## config.mk

```make
export PLATFORM = sky130hd
export DESIGN_NAME = weighted_server_task_assigner
export DESIGN_NICKNAME = d
export VERILOG_FILES = /design/src/rtl/wsta_pkg.sv /design/src/rtl/wsta_ram.sv /design/src/rtl/wsta_pick.sv /design/src/rtl/weighted_server_task_assigner.sv
export SDC_FILE = /design/constraint.sdc
export NUM_CORES = 1
export LEC_CHECK = 0
export BUFFER_PORTS_ARGS = -buffer_cell sky130_fd_sc_hd__buf_2
export CAP_MARGIN = 30
export CORE_MARGIN = 3
export CORE_UTILIZATION = 35
export CTS_CLUSTER_DIAMETER = 60
export DETAILED_ROUTE_END_ITERATION = 12
export GPL_TIMING_DRIVEN = 0
export PLACE_DENSITY = 0.55
export SLEW_MARGIN = 40
export SYNTH_ARGS = -nofsm -noshare
export SYNTH_HDL_FRONTEND = slang
export SYNTH_SLANG_ARGS = --single-unit
export TNS_END_PERCENT = 5
```

## constraint.sdc

```tcl
create_clock -name clk -period 13.6 [get_ports clk]
set_clock_uncertainty 0.1 [all_clocks]
set_input_delay 2.04 -clock clk [delete_from_list [all_inputs] [get_ports clk]]
set_output_delay 2.04 -clock clk [all_outputs]
set_load 0.02 [all_outputs]
```

## src/rtl/wsta_pkg.sv

```systemverilog
// shared types, constants and codes of the weighted server task assigner
package wsta_pkg;

	// table size and field widths
	localparam int MAX_SERVERS = 16;
	localparam int IDX_W       = $clog2(MAX_SERVERS);
	localparam int CNT_W       = 5;
	localparam int SLOT_W      = 4;
	localparam int WGT_W       = 20;
	localparam int DUR_W       = 20;
	localparam int TIME_W      = 40;
	localparam int OIDX_W      = 4;
	localparam int CMD_W       = 2;

	localparam logic [CNT_W-1:0]  CNT_RESET = CNT_W'(16);
	localparam logic [TIME_W-1:0] TIME_MAX  = {TIME_W{1'b1}};

	// command codes carried on tuser
	typedef enum logic [CMD_W-1:0] {
		CMD_LOAD    = 2'd0,
		CMD_ASSIGN  = 2'd1,
		CMD_RESTART = 2'd2,
		CMD_NONE    = 2'd3
	} cmd_t;

	// sequencer states
	typedef enum logic [1:0] {
		ST_IDLE,
		ST_SCAN,
		ST_LAST,
		ST_DONE
	} st_t;

	// one table entry as it comes back from the memories
	typedef struct packed {
		logic              valid;
		logic [IDX_W-1:0]  idx;
		logic [WGT_W-1:0]  weight;
		logic [TIME_W-1:0] ft;
	} scan_ent_t;

	// outcome of a scan: chosen server and the time its new job starts from
	typedef struct packed {
		logic [IDX_W-1:0]  idx;
		logic [TIME_W-1:0] base;
	} pick_res_t;

endpackage

```

## src/rtl/wsta_ram.sv

```systemverilog
// generic single write port, single read port ram with registered read data
module wsta_ram #(
	parameter int DEPTH = 16,
	parameter int WIDTH = 8
) (
	input  logic                     clk,
	input  logic                     we,
	input  logic [$clog2(DEPTH)-1:0] waddr,
	input  logic [WIDTH-1:0]         wdata,
	input  logic [$clog2(DEPTH)-1:0] raddr,
	output logic [WIDTH-1:0]         rdata
);

	logic [WIDTH-1:0] mem [DEPTH];

	// write port
	always_ff @(posedge clk) begin
		if (we) begin
			mem[waddr] <= wdata;
		end
	end

	// read port, registered read data
	always_ff @(posedge clk) begin
		rdata <= mem[raddr];
	end

endmodule

```

## src/rtl/wsta_pick.sv

```systemverilog
// running selection over the scanned entries: best free server and earliest busy one
module wsta_pick (
	input  logic                       clk,
	input  logic                       arst_n,
	input  logic                       start,
	input  wsta_pkg::scan_ent_t        ent,
	input  logic [wsta_pkg::TIME_W-1:0] now,
	output wsta_pkg::pick_res_t        res
);

	logic                          ff_q;
	logic [wsta_pkg::IDX_W-1:0]    fidx_q;
	logic [wsta_pkg::WGT_W-1:0]    fw_q;
	logic                          first_q;
	logic [wsta_pkg::IDX_W-1:0]    aidx_q;
	logic [wsta_pkg::WGT_W-1:0]    aw_q;
	logic [wsta_pkg::TIME_W-1:0]   aft_q;
	logic                          take_f;
	logic                          take_a;

	// compare the incoming entry against both running bests
	always_comb begin
		take_f = ent.valid && (ent.ft <= now) && (!ff_q || (ent.weight < fw_q));
		take_a = ent.valid && (first_q || (ent.ft < aft_q) ||
			((ent.ft == aft_q) && (ent.weight < aw_q)));
	end

	// control flags
	always_ff @(posedge clk or negedge arst_n) begin
		if (!arst_n) begin
			ff_q    <= 1'b0;
			first_q <= 1'b1;
		end else if (start) begin
			ff_q    <= 1'b0;
			first_q <= 1'b1;
		end else begin
			if (take_f) begin
				ff_q <= 1'b1;
			end
			if (ent.valid) begin
				first_q <= 1'b0;
			end
		end
	end

	// candidate payload
	always_ff @(posedge clk) begin
		if (take_f) begin
			fidx_q <= ent.idx;
			fw_q   <= ent.weight;
		end
		if (take_a) begin
			aidx_q <= ent.idx;
			aw_q   <= ent.weight;
			aft_q  <= ent.ft;
		end
	end

	// a free server wins over the earliest busy one
	always_comb begin
		res.idx  = ff_q ? fidx_q : aidx_q;
		res.base = ff_q ? now : aft_q;
	end

endmodule

```

## src/rtl/weighted_server_task_assigner.sv

```systemverilog
// weighted server task assigner: assign tasks to servers by free time and weight
// a task word scans the table entries of the servers in use, then the chosen result is registered
// no new word is accepted until the scan is through and its result has entered the output register
// load and restart words give no result
// reset: free times and task clock cleared, server count 16, weights undefined until loaded
// the output register lets the next word enter while a result waits to be taken
module weighted_server_task_assigner (
	input  logic        clk,
	input  logic        arst_n,
	input  logic        cfg_wr_en,
	input  logic [4:0]  cfg_wr_data,   // server_count
	input  logic        s_tvalid,
	output logic        s_tready,
	input  logic [47:0] s_tdata,       // server_slot[3:0], weight[23:4], duration[43:24], zero
	input  logic [1:0]  s_tuser,       // cmd[1:0]
	output logic        m_tvalid,
	input  logic        m_tready,
	output logic [47:0] m_tdata        // assigned_server[3:0], finish_time[43:4], zero
);

	localparam int IW = wsta_pkg::IDX_W;
	localparam int TW = wsta_pkg::TIME_W;

	wsta_pkg::st_t      st_q, st_d;
	wsta_pkg::cmd_t     cmd;
	wsta_pkg::scan_ent_t ent;
	wsta_pkg::pick_res_t res;

	logic [wsta_pkg::CNT_W-1:0]  cfg_q;
	logic [IW-1:0]               last_q;
	logic [IW-1:0]               last_d;
	logic [IW-1:0]               addr_q;
	logic                        rv_s1;
	logic [IW-1:0]               ridx_s1;
	logic [wsta_pkg::MAX_SERVERS-1:0] fvalid_q;
	logic [TW-1:0]               clk_q;
	logic [wsta_pkg::DUR_W-1:0]  dur_q;
	logic                        ov_q;
	logic [wsta_pkg::OIDX_W-1:0] oidx_q;
	logic [TW-1:0]               oft_q;

	logic [wsta_pkg::SLOT_W-1:0] slot;
	logic [wsta_pkg::WGT_W-1:0]  wgt;
	logic [wsta_pkg::DUR_W-1:0]  dur;
	logic                        acc;
	logic                        acc_assign;
	logic                        acc_restart;
	logic                        w_we;
	logic                        fire;
	logic [TW:0]                 sum;
	logic [TW-1:0]               new_ft;
	logic [TW-1:0]               ft_rd;
	logic [wsta_pkg::WGT_W-1:0]  w_rd;

	// input word fields
	always_comb begin
		cmd  = wsta_pkg::cmd_t'(s_tuser);
		slot = s_tdata[3:0];
		wgt  = s_tdata[23:4];
		dur  = s_tdata[43:24];
	end

	assign s_tready    = (st_q == wsta_pkg::ST_IDLE);
	assign acc         = s_tvalid && s_tready;
	assign acc_assign  = acc && (cmd == wsta_pkg::CMD_ASSIGN);
	assign acc_restart = acc && (cmd == wsta_pkg::CMD_RESTART);
	assign w_we        = acc && (cmd == wsta_pkg::CMD_LOAD) &&
		(32'(slot) < wsta_pkg::MAX_SERVERS);

	// last index in use, count clamped to one .. table size
	always_comb begin
		if (cfg_q == '0) begin
			last_d = '0;
		end else if (32'(cfg_q) > wsta_pkg::MAX_SERVERS) begin
			last_d = IW'(wsta_pkg::MAX_SERVERS - 1);
		end else begin
			last_d = IW'(cfg_q - 1'b1);
		end
	end

	// saturating finish time of the chosen server
	always_comb begin
		sum    = {1'b0, res.base} + (TW+1)'(dur_q);
		new_ft = sum[TW] ? wsta_pkg::TIME_MAX : sum[TW-1:0];
	end

	assign fire = (st_q == wsta_pkg::ST_DONE) && (!ov_q || m_tready);

	// state register
	always_ff @(posedge clk or negedge arst_n) begin
		if (!arst_n) begin
			st_q <= wsta_pkg::ST_IDLE;
		end else begin
			st_q <= st_d;
		end
	end

	// next state
	always_comb begin
		st_d = st_q;
		unique case (st_q)
			wsta_pkg::ST_IDLE: begin
				if (acc_assign) begin
					st_d = wsta_pkg::ST_SCAN;
				end
			end
			wsta_pkg::ST_SCAN: begin
				if (addr_q == last_q) begin
					st_d = wsta_pkg::ST_LAST;
				end
			end
			wsta_pkg::ST_LAST: begin
				st_d = wsta_pkg::ST_DONE;
			end
			wsta_pkg::ST_DONE: begin
				if (fire) begin
					st_d = wsta_pkg::ST_IDLE;
				end
			end
			default: st_d = wsta_pkg::ST_IDLE;
		endcase
	end

	// configuration, task clock, scan address and read tracking
	always_ff @(posedge clk or negedge arst_n) begin
		if (!arst_n) begin
			cfg_q    <= wsta_pkg::CNT_RESET;
			clk_q    <= '0;
			addr_q   <= '0;
			rv_s1    <= 1'b0;
			fvalid_q <= '0;
		end else begin
			if (cfg_wr_en) begin
				cfg_q <= cfg_wr_data;
			end
			rv_s1 <= (st_q == wsta_pkg::ST_SCAN);
			if (acc_assign) begin
				addr_q <= '0;
			end else if ((st_q == wsta_pkg::ST_SCAN) && (addr_q != last_q)) begin
				addr_q <= addr_q + 1'b1;
			end
			if (acc_restart) begin
				fvalid_q <= '0;
				clk_q    <= '0;
			end else if (fire) begin
				fvalid_q[res.idx] <= 1'b1;
				if (clk_q != wsta_pkg::TIME_MAX) begin
					clk_q <= clk_q + 1'b1;
				end
			end
		end
	end

	// task payload and read index pipeline
	always_ff @(posedge clk) begin
		if (acc_assign) begin
			last_q <= last_d;
			dur_q  <= dur;
		end
		ridx_s1 <= addr_q;
	end

	// result register
	always_ff @(posedge clk or negedge arst_n) begin
		if (!arst_n) begin
			ov_q <= 1'b0;
		end else if (fire) begin
			ov_q <= 1'b1;
		end else if (m_tready) begin
			ov_q <= 1'b0;
		end
	end

	always_ff @(posedge clk) begin
		if (fire) begin
			oidx_q <= wsta_pkg::OIDX_W'(res.idx);
			oft_q  <= new_ft;
		end
	end

	assign m_tvalid = ov_q;
	assign m_tdata  = {4'b0, oft_q, oidx_q};

	// weight table
	wsta_ram #(
		.DEPTH (wsta_pkg::MAX_SERVERS),
		.WIDTH (wsta_pkg::WGT_W)
	) u_wgt (
		.clk   (clk),
		.we    (w_we),
		.waddr (IW'(slot)),
		.wdata (wgt),
		.raddr (addr_q),
		.rdata (w_rd)
	);

	// free time table, entries not yet written since restart read as zero
	wsta_ram #(
		.DEPTH (wsta_pkg::MAX_SERVERS),
		.WIDTH (TW)
	) u_ft (
		.clk   (clk),
		.we    (fire),
		.waddr (res.idx),
		.wdata (new_ft),
		.raddr (addr_q),
		.rdata (ft_rd)
	);

	// entry handed to the selection unit
	always_comb begin
		ent.valid  = rv_s1;
		ent.idx    = ridx_s1;
		ent.weight = w_rd;
		ent.ft     = fvalid_q[ridx_s1] ? ft_rd : '0;
	end

	wsta_pick u_pick (
		.clk    (clk),
		.arst_n (arst_n),
		.start  (acc_assign),
		.ent    (ent),
		.now    (clk_q),
		.res    (res)
	);

	// scan stays within the servers in use
	a_scan_range: assert property (@(posedge clk) disable iff (!arst_n)
		(st_q == wsta_pkg::ST_SCAN) |-> (addr_q <= last_q))
		else $error("scan address beyond last server");

	// written back server lies within the servers in use
	a_pick_range: assert property (@(posedge clk) disable iff (!arst_n)
		fire |-> (res.idx <= last_q))
		else $error("chosen server out of range");

	// a new free time never lies before the task clock
	a_ft_order: assert property (@(posedge clk) disable iff (!arst_n)
		fire |-> (new_ft >= clk_q))
		else $error("finish time before task clock");

	// restart clears every free time
	a_restart: assert property (@(posedge clk) disable iff (!arst_n)
		acc_restart |=> ((fvalid_q == '0) && (clk_q == '0)))
		else $error("restart left state behind");

endmodule
```

# == Word level (Yosys, flattened, before mapping) ==
# Memories as Yosys holds them, arrays and structs flattened. A register that Yosys moved wholly into a read port is not among the register bits.
# Index checks and enable logic that the tools add are counted.
# word_totals
reg_bits,231
latchBits,0
mem_bits_rw,960
romBits,0
in_bits,60
out_inout_bits,50
word_cells,104
mem_count,2
# classes
n_addsub,4
mul,0
n_div,0
magnitude_cmp,8
n_eq_ne,12
shifts,0
n_mux,30
bitwise_logic,1
reduce_logical,28
# memory_table
name,words,width,read_ports,rd_ports_with_merged_regs,wr,line_no,rtl
u_ft.mem,16,40,1,1,1,wsta_ram.sv:14,logic [WIDTH-1:0] mem [DEPTH];
u_wgt.mem,16,20,1,1,1,wsta_ram.sv:14,
# ops
op,n
two-way mux 40 bit,6
adder 40 x 20 -> 41 bit,1
"adder 40 x 1 -> 40 bit, second input constant",1
== test 40 bit,1
less-or-equal comparator 40 bit,1
less-than comparator 20 bit,2
less-than comparator 40 bit,1
"!= test 40 bit, second input constant",1
two-way mux 16 bit,2
two-way mux 4 bit,4
bitwise OR 16 bit,1
two-way mux 1 bit,12
nonzero test 2 bit,6
logical AND 1 bit,11
"less-than comparator 4 x 5 -> 1 bit, second input constant",2
case mux 2 bit (4 select lines),1
"== test 2 bit, second input constant",3
two-way mux 2 bit,3
"greater-than comparator 5 bit, second input constant",1
zero test 5 bit,1
"adder 4 x 1 -> 4 bit, second input constant",1
binary-select mux 1 bit (select 4 bit),1
demux 1 bit (select 4 bit),1
"== test 2 x 1 -> 1 bit, second input constant",2
11 further kinds,17

# == Longest topological paths before layout ==
# Gate-level depths: netlist of run 1.
# logic_depth
depth_word,8
ltp_mapped,19
mapped_depth_nobuf,13

# == Modules after synthesis ==
# Synthesis of run 1 repeated with hierarchy kept, for this count alone.
# unflattened
hier_cells,2935
hier_area_um2,51396.8
# modules_own_cells
mod,n_inst,cells_each,area_per_inst_um2
wsta_ram (u_ft),1,1040,25131.6
wsta_ram (u_wgt),1,533,12530.8
weighted_server_task_assigner,1,763,7648.6
wsta_pick,1,599,6085.8

# == Worst setup path after synthesis of run 1 ==
# No wires, ideal clock.
# synth_timing
path_type,input-to-reg
startpoint,input m_tready
endpoint,memory u_ft.mem[0][0] (netlist bit) (enable)
arrival_ns,5.933
slack_ns,7.128
path_stages,5
path_buffers,0
path_cell_list,nand2b_1 and2_0 nor2b_1 nand2_1 nor2_1
# synth_between
elab_chain_cells,4
# synth_rtl
element,line_no,rtl
start: declaration,weighted_server_task_assigner.sv:17,"input logic m_tready,"
logical OR 1 bit,weighted_server_task_assigner.sv:87,assign fire = (st_q == wsta_pkg::ST_DONE) && (!ov_q || m_tready);
logical AND 1 bit,weighted_server_task_assigner.sv:87,
net fire,weighted_server_task_assigner.sv:49,logic fire;
two-way mux 1 bit,wsta_ram.sv:18,if (we) begin
two-way mux 1 bit (not written as such),wsta_ram.sv:19,mem[waddr] <= wdata;
end: declaration,wsta_ram.sv:14,
# The timed path passes the listed nets, and every way through them passes these cells.

# == Worst setup path in the final report of run 1 ==
# layout_timing
startpoint,register u_pick.ff_q
endpoint,"memory u_ft.mem[12][22] (netlist bit), data pin"
# layout_between
elab_chain_cells,3
# layout_rtl
element,line_no,rtl
start: declaration,wsta_pick.sv:11,logic ff_q;
start signal: assignment,wsta_pick.sv:31,ff_q <= 1'b0;
start signal: assignment,wsta_pick.sv:34,ff_q <= 1'b0;
start signal: assignment,wsta_pick.sv:38,ff_q <= 1'b1;
two-way mux 40 bit,wsta_pick.sv:62,res.base = ff_q ? now : aft_q;
adder 40 x 20 -> 41 bit,weighted_server_task_assigner.sv:83,"sum = {1'b0, res.base} + (TW+1)'(dur_q);"
two-way mux 40 bit,weighted_server_task_assigner.sv:84,new_ft = sum[TW] ? wsta_pkg::TIME_MAX : sum[TW-1:0];
net new_ft[22],weighted_server_task_assigner.sv:51,logic [TW-1:0] new_ft;
# The timed path passes the listed nets, and every way through them passes these cells.

==> results.py, run 1 <==
metrics = {
    "clock_network": {
        "cts_sinks": 1251,
        "cts_buffer_depth": 3,
        "cts.reportedPaths.clkPinSlew_ps": 60,
        "insertion_delay_ps": 760,
        "htreeDepth": 4,
        "root_buffer": "clkbuf_16",
        "post_cts_buffers": 0,
        "cts_made_buffers": 137,
        "post_cts_resized": 0,
        "cts_tree": "built",
        "postCtsHoldBufs": 0,
    },
    "setup_path": {
        "cp_data_required_time_ps": 13780,
        "cp_max_fo": 18,
        "reg2reg_depth": 19,
        "r2r-start": "u_pick.ff_q",
        "cp.arrival_ps": 7940,
        "ff2ff_setup_slack_ps": 5840,
        "critPathKind": "register to register",
        "worstReg2RegEnd": "u_ft.mem[12][22]",
        "crit_path_start": "u_pick.ff_q",
        "endpoint": "u_ft.mem[12][22]",
        "cp-start-kind": "register",
        "end_kind": "register",
    },
    "timing": {
        "hold_viol_final": 0,
        "slew_headroom_pct": 41.5,
        "worst_slew_pin_slew_ps": 877,
        "tns_ps": 0,
        "final.min_clock_period_ps": 7760,
        "final-setup-viol-count": 0,
        "post-route-period-util_pct": 57.1,
        "grt_setup_unrepaired": "false",
        "maxSlewViolCount": 0,
        "max_freq_ghz": 0.129,
    },
    "logic_synthesis": {
        "syn-cell-area_mm2": 0.0509,
        "synth_ff_type": "edfxtp_1",
        "yosysTopAreaCellShare_pct": 65.9,
        "synthTopCellsByArea": "edfxtp_1 (66%), mux4_2 (13%), ha_1 (3.5%)",
        "ys_ff_latch": 1251,
        "ys_warn_count": 0,
        "synth-edff-count": 1116,
        "synth_top_area_cell": "edfxtp_1",
        "syn_avg_cell_area_um2": 18.5,
        "async_reset_ff_share_pct": 5.68,
        "synthDistinctLibCells": 78,
        "synthCells": 2745,
        "ys_seq_area_share_pct": 71.9,
    },
    "grt": {
        "grt_util_all_layers_pct": 17.7,
        "grt_overflow_total": 0,
        "grt_pass1_vias": 26900,
        "grt_max_degree": 41,
        "grt_pass1_wl_mm": 192,
        "antenna_found_initial": 13,
    },
    "die": {
        "die-area_mm2": 0.150,
        "ioPinCount": 110,
        "coreArea_mm2": 0.144,
        "start_util_pct": 35.3,
        "die_x_um": 387,
        "die_y_um": 387,
        "rows": 139,
    },
    "final_layout": {
        "layout_common_cells": "edfxtp_1 (1116), mux4_2 (300), inv_1 (144), ha_1 (143), clkbuf_16 (141)",
        "multi_input_area_mm2": 0.0138,
        "finalInstanceArea_mm2": 0.0606,
        "layout-drive-gt1-share_pct": 26.3,
        "seq_area_mm2": 0.0366,
        "syn_to_final_growth_pct": 19.1,
        "nNetsFinal": 3288,
        "layout.cells.most_common": "edfxtp_1",
        "fillers": 12700,
    },
    "routing": {
        "routed-via-count": 26400,
        "routedWlPerCell_um": 26.0,
        "drtAntennaViolNets": 0,
        "drc": 0,
        "drt_iter0_markers": 2481,
        "drt_wl_total_mm": 133,
        "first_pass_iters": 5,
        "viasPerCell": 5.17,
    },
    "power": {
        "leakage_nw": 20.9,
        "peakVddDrop_mv": 0.137,
        "p_int_w": 0.00934,
        "p_sw_share_pct": 33.6,
        "power_density_mw_per_mm2": 232,
        "p_comb_share_pct": 34.1,
        "power_frac_clock_pct": 26.4,
        "p_seq_share_pct": 39.5,
        "power.switching_w": 0.00473,
    },
    "outcome": {
        "outcome": "completed",
    },
    "min_path": {
        "hold_class": "register to register",
        "min_from": "addr_q[3]",
    },
    "placement": {
        "port_buffers": 100,
        "gp_congestion": 0.824,
        "dpl_cell_area_mm2": 0.0560,
        "post-dp-hpwl_mm": 92.0,
    },
    "flow_run": {
        "maxCapViolations": 0,
    },
}
worst min path at each step:
stage | end | slack (ps) | depth (start not counted)
6_report | ridx_s1[3] | 280 | 0
5_1_grt | ridx_s1[3] | 280 | 0
4_1_cts | ridx_s1[3] | 280 | 0
3_5_place_dp | ridx_s1[3] | 260 | 0
3_3_place_gp | ridx_s1[3] | 250 | 0
2_1_floorplan | ridx_s1[3] | 250 | 0
per-layer routing:
layer	vias to the layer above	track usage, %	share of wire (%)	wire length [µm]
li1	11600	-	-	-
met4	4	4.98	2.4	3140
met5	-	0	0.020	27
met3	180	4.21	7.2	9510
met2	796	28.0	47	62900
met1	13800	24.4	43	57100
sequential cells by signal (all words and copies together) (netlist names), 2 cells and up:
| register | cells |
|---|---|
| u_ft.mem | 640 |
| u_wgt.mem | 320 |
| clk_q | 40 |
| oft_q | 40 |
| u_ft.rdata | 40 |
| u_pick.aft_q | 40 |
| dur_q | 20 |
| u_pick.aw_q | 20 |
| u_pick.fw_q | 20 |
| u_wgt.rdata | 20 |
| fvalid_q | 16 |
| cfg_q | 5 |
| addr_q | 4 |
| last_q | 4 |
| oidx_q | 4 |
| ridx_s1 | 4 |
| u_pick.aidx_q | 4 |
| u_pick.fidx_q | 4 |
| st_q | 2 |
power groups by stage:
stage	sequential [W]	clock (W)	combinational (W)
after floorplan	0.00560	0	0.00297
after global placement	0.00569	0	0.00458
after detailed placement	0.00564	0	0.00483
after CTS	0.00557	0.00379	0.00486
after global routing	0.00562	0.00395	0.00526
final	0.00556	0.00371	0.00480
cell families (layout without fill, tap and decap cells):
| logic type | Yosys count | count (layout) | share of synthesized area [%] |
|---|---|---|---|
| other | 1 | 11 | 0.00737 |
| XOR/XNOR | 68 | 68 | 1.17 |
| buffers and inverters | 244 | 689 | 1.84 |
| multiplexers | 332 | 332 | 14.1 |
| AO/OA/AOI/OAI | 232 | 232 | 2.90 |
| AND/OR/NAND/NOR | 471 | 471 | 4.50 |
| flip-flops | 1251 | 1251 | 71.9 |
| adder cells (fa/ha/maj) | 146 | 146 | 3.60 |
per-stage QoR:
stage / hold WS, ps / total power, W / utilization [%] / std cells / setup WS [ps]
2_1_floorplan: 245 / 0.00856 / - / 2748 / 7130
3_3_place_gp: 254 / 0.0103 / 37.3 / 4751 / 1600
3_5_place_dp: 257 / 0.0105 / 38.9 / 4848 / 5820
4_1_cts: 277 / 0.0142 / 42.0 / 5096 / 5840
5_1_grt: 284 / 0.0148 / 42.1 / 5098 / 5560
6_report: 279 / 0.0141 / 42.1 / 5103 / 5840
cell type report:
cell class	count	share of cell area, %
Tap cell	1903	3.93
Multi-Input combinational cell	1253	22.7
Inverter	145	0.899
Buffer	99	0.777
Sequential cell	1251	60.4
Clock buffer	172	6.12
Clock inverter	76	1.29
Timing Repair Buffer	197	3.88
Antenna cell	7	0.0289
critical path, cell delays in order, from the launching register on:
cell and delay, ps:
dfrtp_1 390, buf_2 300, buf_1 600, clkbuf_1 730, clkbuf_1 540, buf_1 520, mux2_2 430, ha_1 210
inv_1 70, fa_1 170, nor2b_1 80, o31ai_1 390, a211o_1 280, o211ai_1 250, a21bo_2 370, and2_1 160
buf_2 200, nand2_1 250, clkbuf_1 530, nand2_1 680
cell usage after synthesis (10+ instances only):
cell type,n
edfxtp_1,1116
mux4_2,300
inv_1,145
ha_1,143
nor2_1,140
nand2_1,120
o21ai_0,74
clkbuf_1,69
dfrtp_1,69
dfxtp_1,64
a21oi_1,58
xnor2_1,52
and2_1,46
nand4_1,28
nand3_1,25
a21o_1,23
buf_1,23
nor3_1,23
mux2i_1,22
nand2b_1,17
xor2_1,16
and3_1,15
nor2b_1,15
or3_1,12
o21a_1,11
nor4_1,10
(Power assumes the default switching activity.)
==> inputs of run 2 (changes only) <==
ABC_AREA = 1   (was default)
clock period = 7.5 ns   (was 13.6 ns; I/O delays follow)
==> results.py, run 2 <==
metrics = {
    "placement": {
        "gp_congestion": 0.869,
        "port_buffers": 100,
        "pre_cts_slack_ps": 1150,
        "post-dp-hpwl_mm": 123,
        "dpl_cell_area_mm2": 0.0579,
    },
    "final_layout": {
        "syn_to_final_growth_pct": 18.4,
        "finalInstanceArea_mm2": 0.0624,
        "nNetsFinal": 4639,
        "largestRegisters": "u_ft.mem (640), u_wgt.mem (320)",
        "post-route-util_pct": 42.0,
        "fillers": 13700,
        "top_register": "u_ft.mem",
        "layout_common_cells": "edfxtp_1 (1116), nor2_1 (515), nand2_1 (363), o21ai_0 (343), inv_1 (267)",
        "largest_reg_flops": 640,
        "layout-drive-gt1-share_pct": 12.3,
        "layout.cells.most_common": "edfxtp_1",
    },
    "die": {
        "start_util_pct": 35.4,
        "coreArea_mm2": 0.149,
        "die-area_mm2": 0.155,
        "die_x_um": 394,
        "rows": 141,
        "ioPinCount": 110,
        "die_y_um": 394,
    },
    "timing": {
        "timing.final.ws_setup_ps": 1000,
        "tns_ps": 0,
        "hold_ws_ps": 136,
        "final-setup-viol-count": 0,
        "hold_viol_final": 0,
        "maxSlewViolCount": 0,
        "max_freq_ghz": 0.154,
        "worst_slew_pin_slew_ps": 942,
        "slew_headroom_pct": 37.2,
        "final.min_clock_period_ps": 6500,
        "grt_setup_unrepaired": "false",
        "post-route-period-util_pct": 86.6,
    },
    "setup_path": {
        "critPathKind": "register to register",
        "cp-start-kind": "register",
        "cp_max_fo": 14,
        "cp.arrival_ps": 6850,
        "cp_data_required_time_ps": 7860,
        "end_kind": "register",
    },
    "clock_network": {
        "postCtsHoldBufs": 0,
        "cts_made_buffers": 138,
        "cts_buffer_depth": 3,
        "cts.reportedPaths.clkPinSlew_ps": 60,
        "root_buffer": "clkbuf_16",
        "post_cts_resized": 0,
        "post_cts_buffers": 0,
        "insertion_delay_ps": 780,
        "cts_sinks": 1251,
        "cts_tree": "built",
        "htreeDepth": 4,
    },
    "grt": {
        "grt_pass1_vias": 34300,
        "grt_max_degree": 45,
        "grt_overflow_total": 0,
        "grt_util_all_layers_pct": 21.9,
        "grt_pass1_wl_mm": 247,
        "antenna_found_initial": 9,
    },
    "logic_synthesis": {
        "netlist_top_cells_count": "edfxtp_1 (1116), nor2_1 (548), nand2_1 (365)",
        "synthTopCellsByArea": "edfxtp_1 (64%), nor2_1 (3.9%), mux2i_1 (3.5%)",
        "synthDistinctLibCells": 62,
        "ys_ff_latch": 1251,
        "synthCells": 4096,
        "synth-edff-count": 1116,
        "synth_top_area_cell": "edfxtp_1",
        "syn-cell-area_mm2": 0.0527,
        "ys_seq_area_share_pct": 69.4,
        "async_reset_ff_share_pct": 5.68,
        "synth_ff_type": "edfxtp_1",
        "ys_warn_count": 0,
        "syn_avg_cell_area_um2": 12.9,
        "yosysMostFrequentCell": "edfxtp_1",
        "yosysTopAreaCellShare_pct": 63.6,
    },
    "power": {
        "leakage_nw": 22.4,
        "peakVddDrop_mv": 0.348,
        "power_density_mw_per_mm2": 454,
    },
    "routing": {
        "drtAntennaViolNets": 0,
        "drc": 0,
        "viasPerCell": 5.48,
        "first_pass_iters": 7,
        "drt_iter0_markers": 4137,
        "drt_wl_total_mm": 175,
        "routed-via-count": 35900,
        "routedWlPerCell_um": 26.7,
    },
    "min_path": {
        "hold_class": "primary input to async pin",
    },
    "outcome": {
        "outcome": "completed",
    },
    "flow_run": {
        "maxCapViolations": 0,
    },
}
## run 2: cell types whose count changed in the layout (fill, tap and decap cells not counted), moves of 46 or more
cell      before  now
nand2_1      120  363
and2_1        46    0
o211ai_1       6   54
o32ai_1        0   50
mux2i_1       16  185
mux4_2       300    0
nand3_1       25  130
o221ai_1       1  187
clkbuf_1      51  172
nor2_1       112  515
inv_1        144  267
o21ai_0       70  343
## run 2: logic make-up (layout without fill, tap and decap cells)
kind of cell             after synthesis  after routing  share of synthesized area, %
AO/OA/AOI/OAI                        799            799                          9.80
XOR/XNOR                              36             36                         0.598
adder cells (fa/ha/maj)              144            144                          3.43
buffers and inverters                488            937                          3.64
flip-flops                          1251           1251                          69.4
multiplexers                         186            186                          3.53
other                                  1              5                       0.00711
AND/OR/NAND/NOR                     1191           1191                          9.60
## run 2: through the flow
stage               std cells  total power (W)
global placement         6201           0.0212
global route             6551           0.0297
detailed placement       6295           0.0217
floorplan                4099           0.0165
finish                   6551           0.0283
CTS                      6548           0.0283
## run 2: layout make-up
cell class,count,area [µm²],area share (%)
antenna,1,2.50,0.00401
buffer,213,926,1.48
clock buffer,180,3690,5.92
clock inverter,73,707,1.13
inverter,275,1030,1.65
multi-input combinational,2360,14600,23.4
sequential,1251,36600,58.6
tap,2002,2500,4.01
timing repair buffer,196,2350,3.77
## run 2: worst max-delay path: stages (launching register included)
cell and delay, ps:
dfxtp_1 420, clkbuf_1 370, o21ai_0 170, nand2_1 90, nand3_1 70, nand3_1 80
nand2_1 200, inv_1 130, clkbuf_1 550, buf_1 610, nor2_1 250, ha_1 390
nand3_1 90, nor3_1 380, nand2_1 260, nor3_1 200, nand4_1 190, nand3b_1 240
nor2_1 330, nor2_1 130, a21oi_4 310, buf_8 210, buf_8 180, buf_8 190
## run 2: path summary, 6_finish.rpt
kind / end / from / slack [ps] / cells past startpoint
worst max register to register: u_pick.aw_q[11] / ridx_s1[0] / 1000 / 23
min in group clk: ridx_s1[2] / addr_q[2] / 290 / 0
worst max-delay path: u_pick.aw_q[11] / ridx_s1[0] / 1000 / 23
worst min register to register: ridx_s1[2] / addr_q[2] / 290 / 0
max in group asynchronous: u_pick.first_q / arst_n / 6520 / 2
worst min-delay path: clk_q[5] / arst_n / 140 / 1
## run 2: routing by layer
metal | up-vias | track usage [%] | routed length [µm]
met3 | 293 | 4.18 | 14400
met1 | 18100 | 30.5 | 75100
met4 | 6 | 8.06 | 6150
met2 | 1655 | 34.0 | 79000
met5 | - | 0 | 35
li1 | 15900 | - | -
## run 2: where the power goes
| group | leakage [nW] | internal [W] | switching (W) | total [W] |
|---|---|---|---|---|
| registers | 11.6 | 0.00986 | 0.000441 | 0.0103 |
| logic | 8.70 | 0.00296 | 0.00841 | 0.0114 |
| clock network | 2.15 | 0.00379 | 0.00287 | 0.00666 |
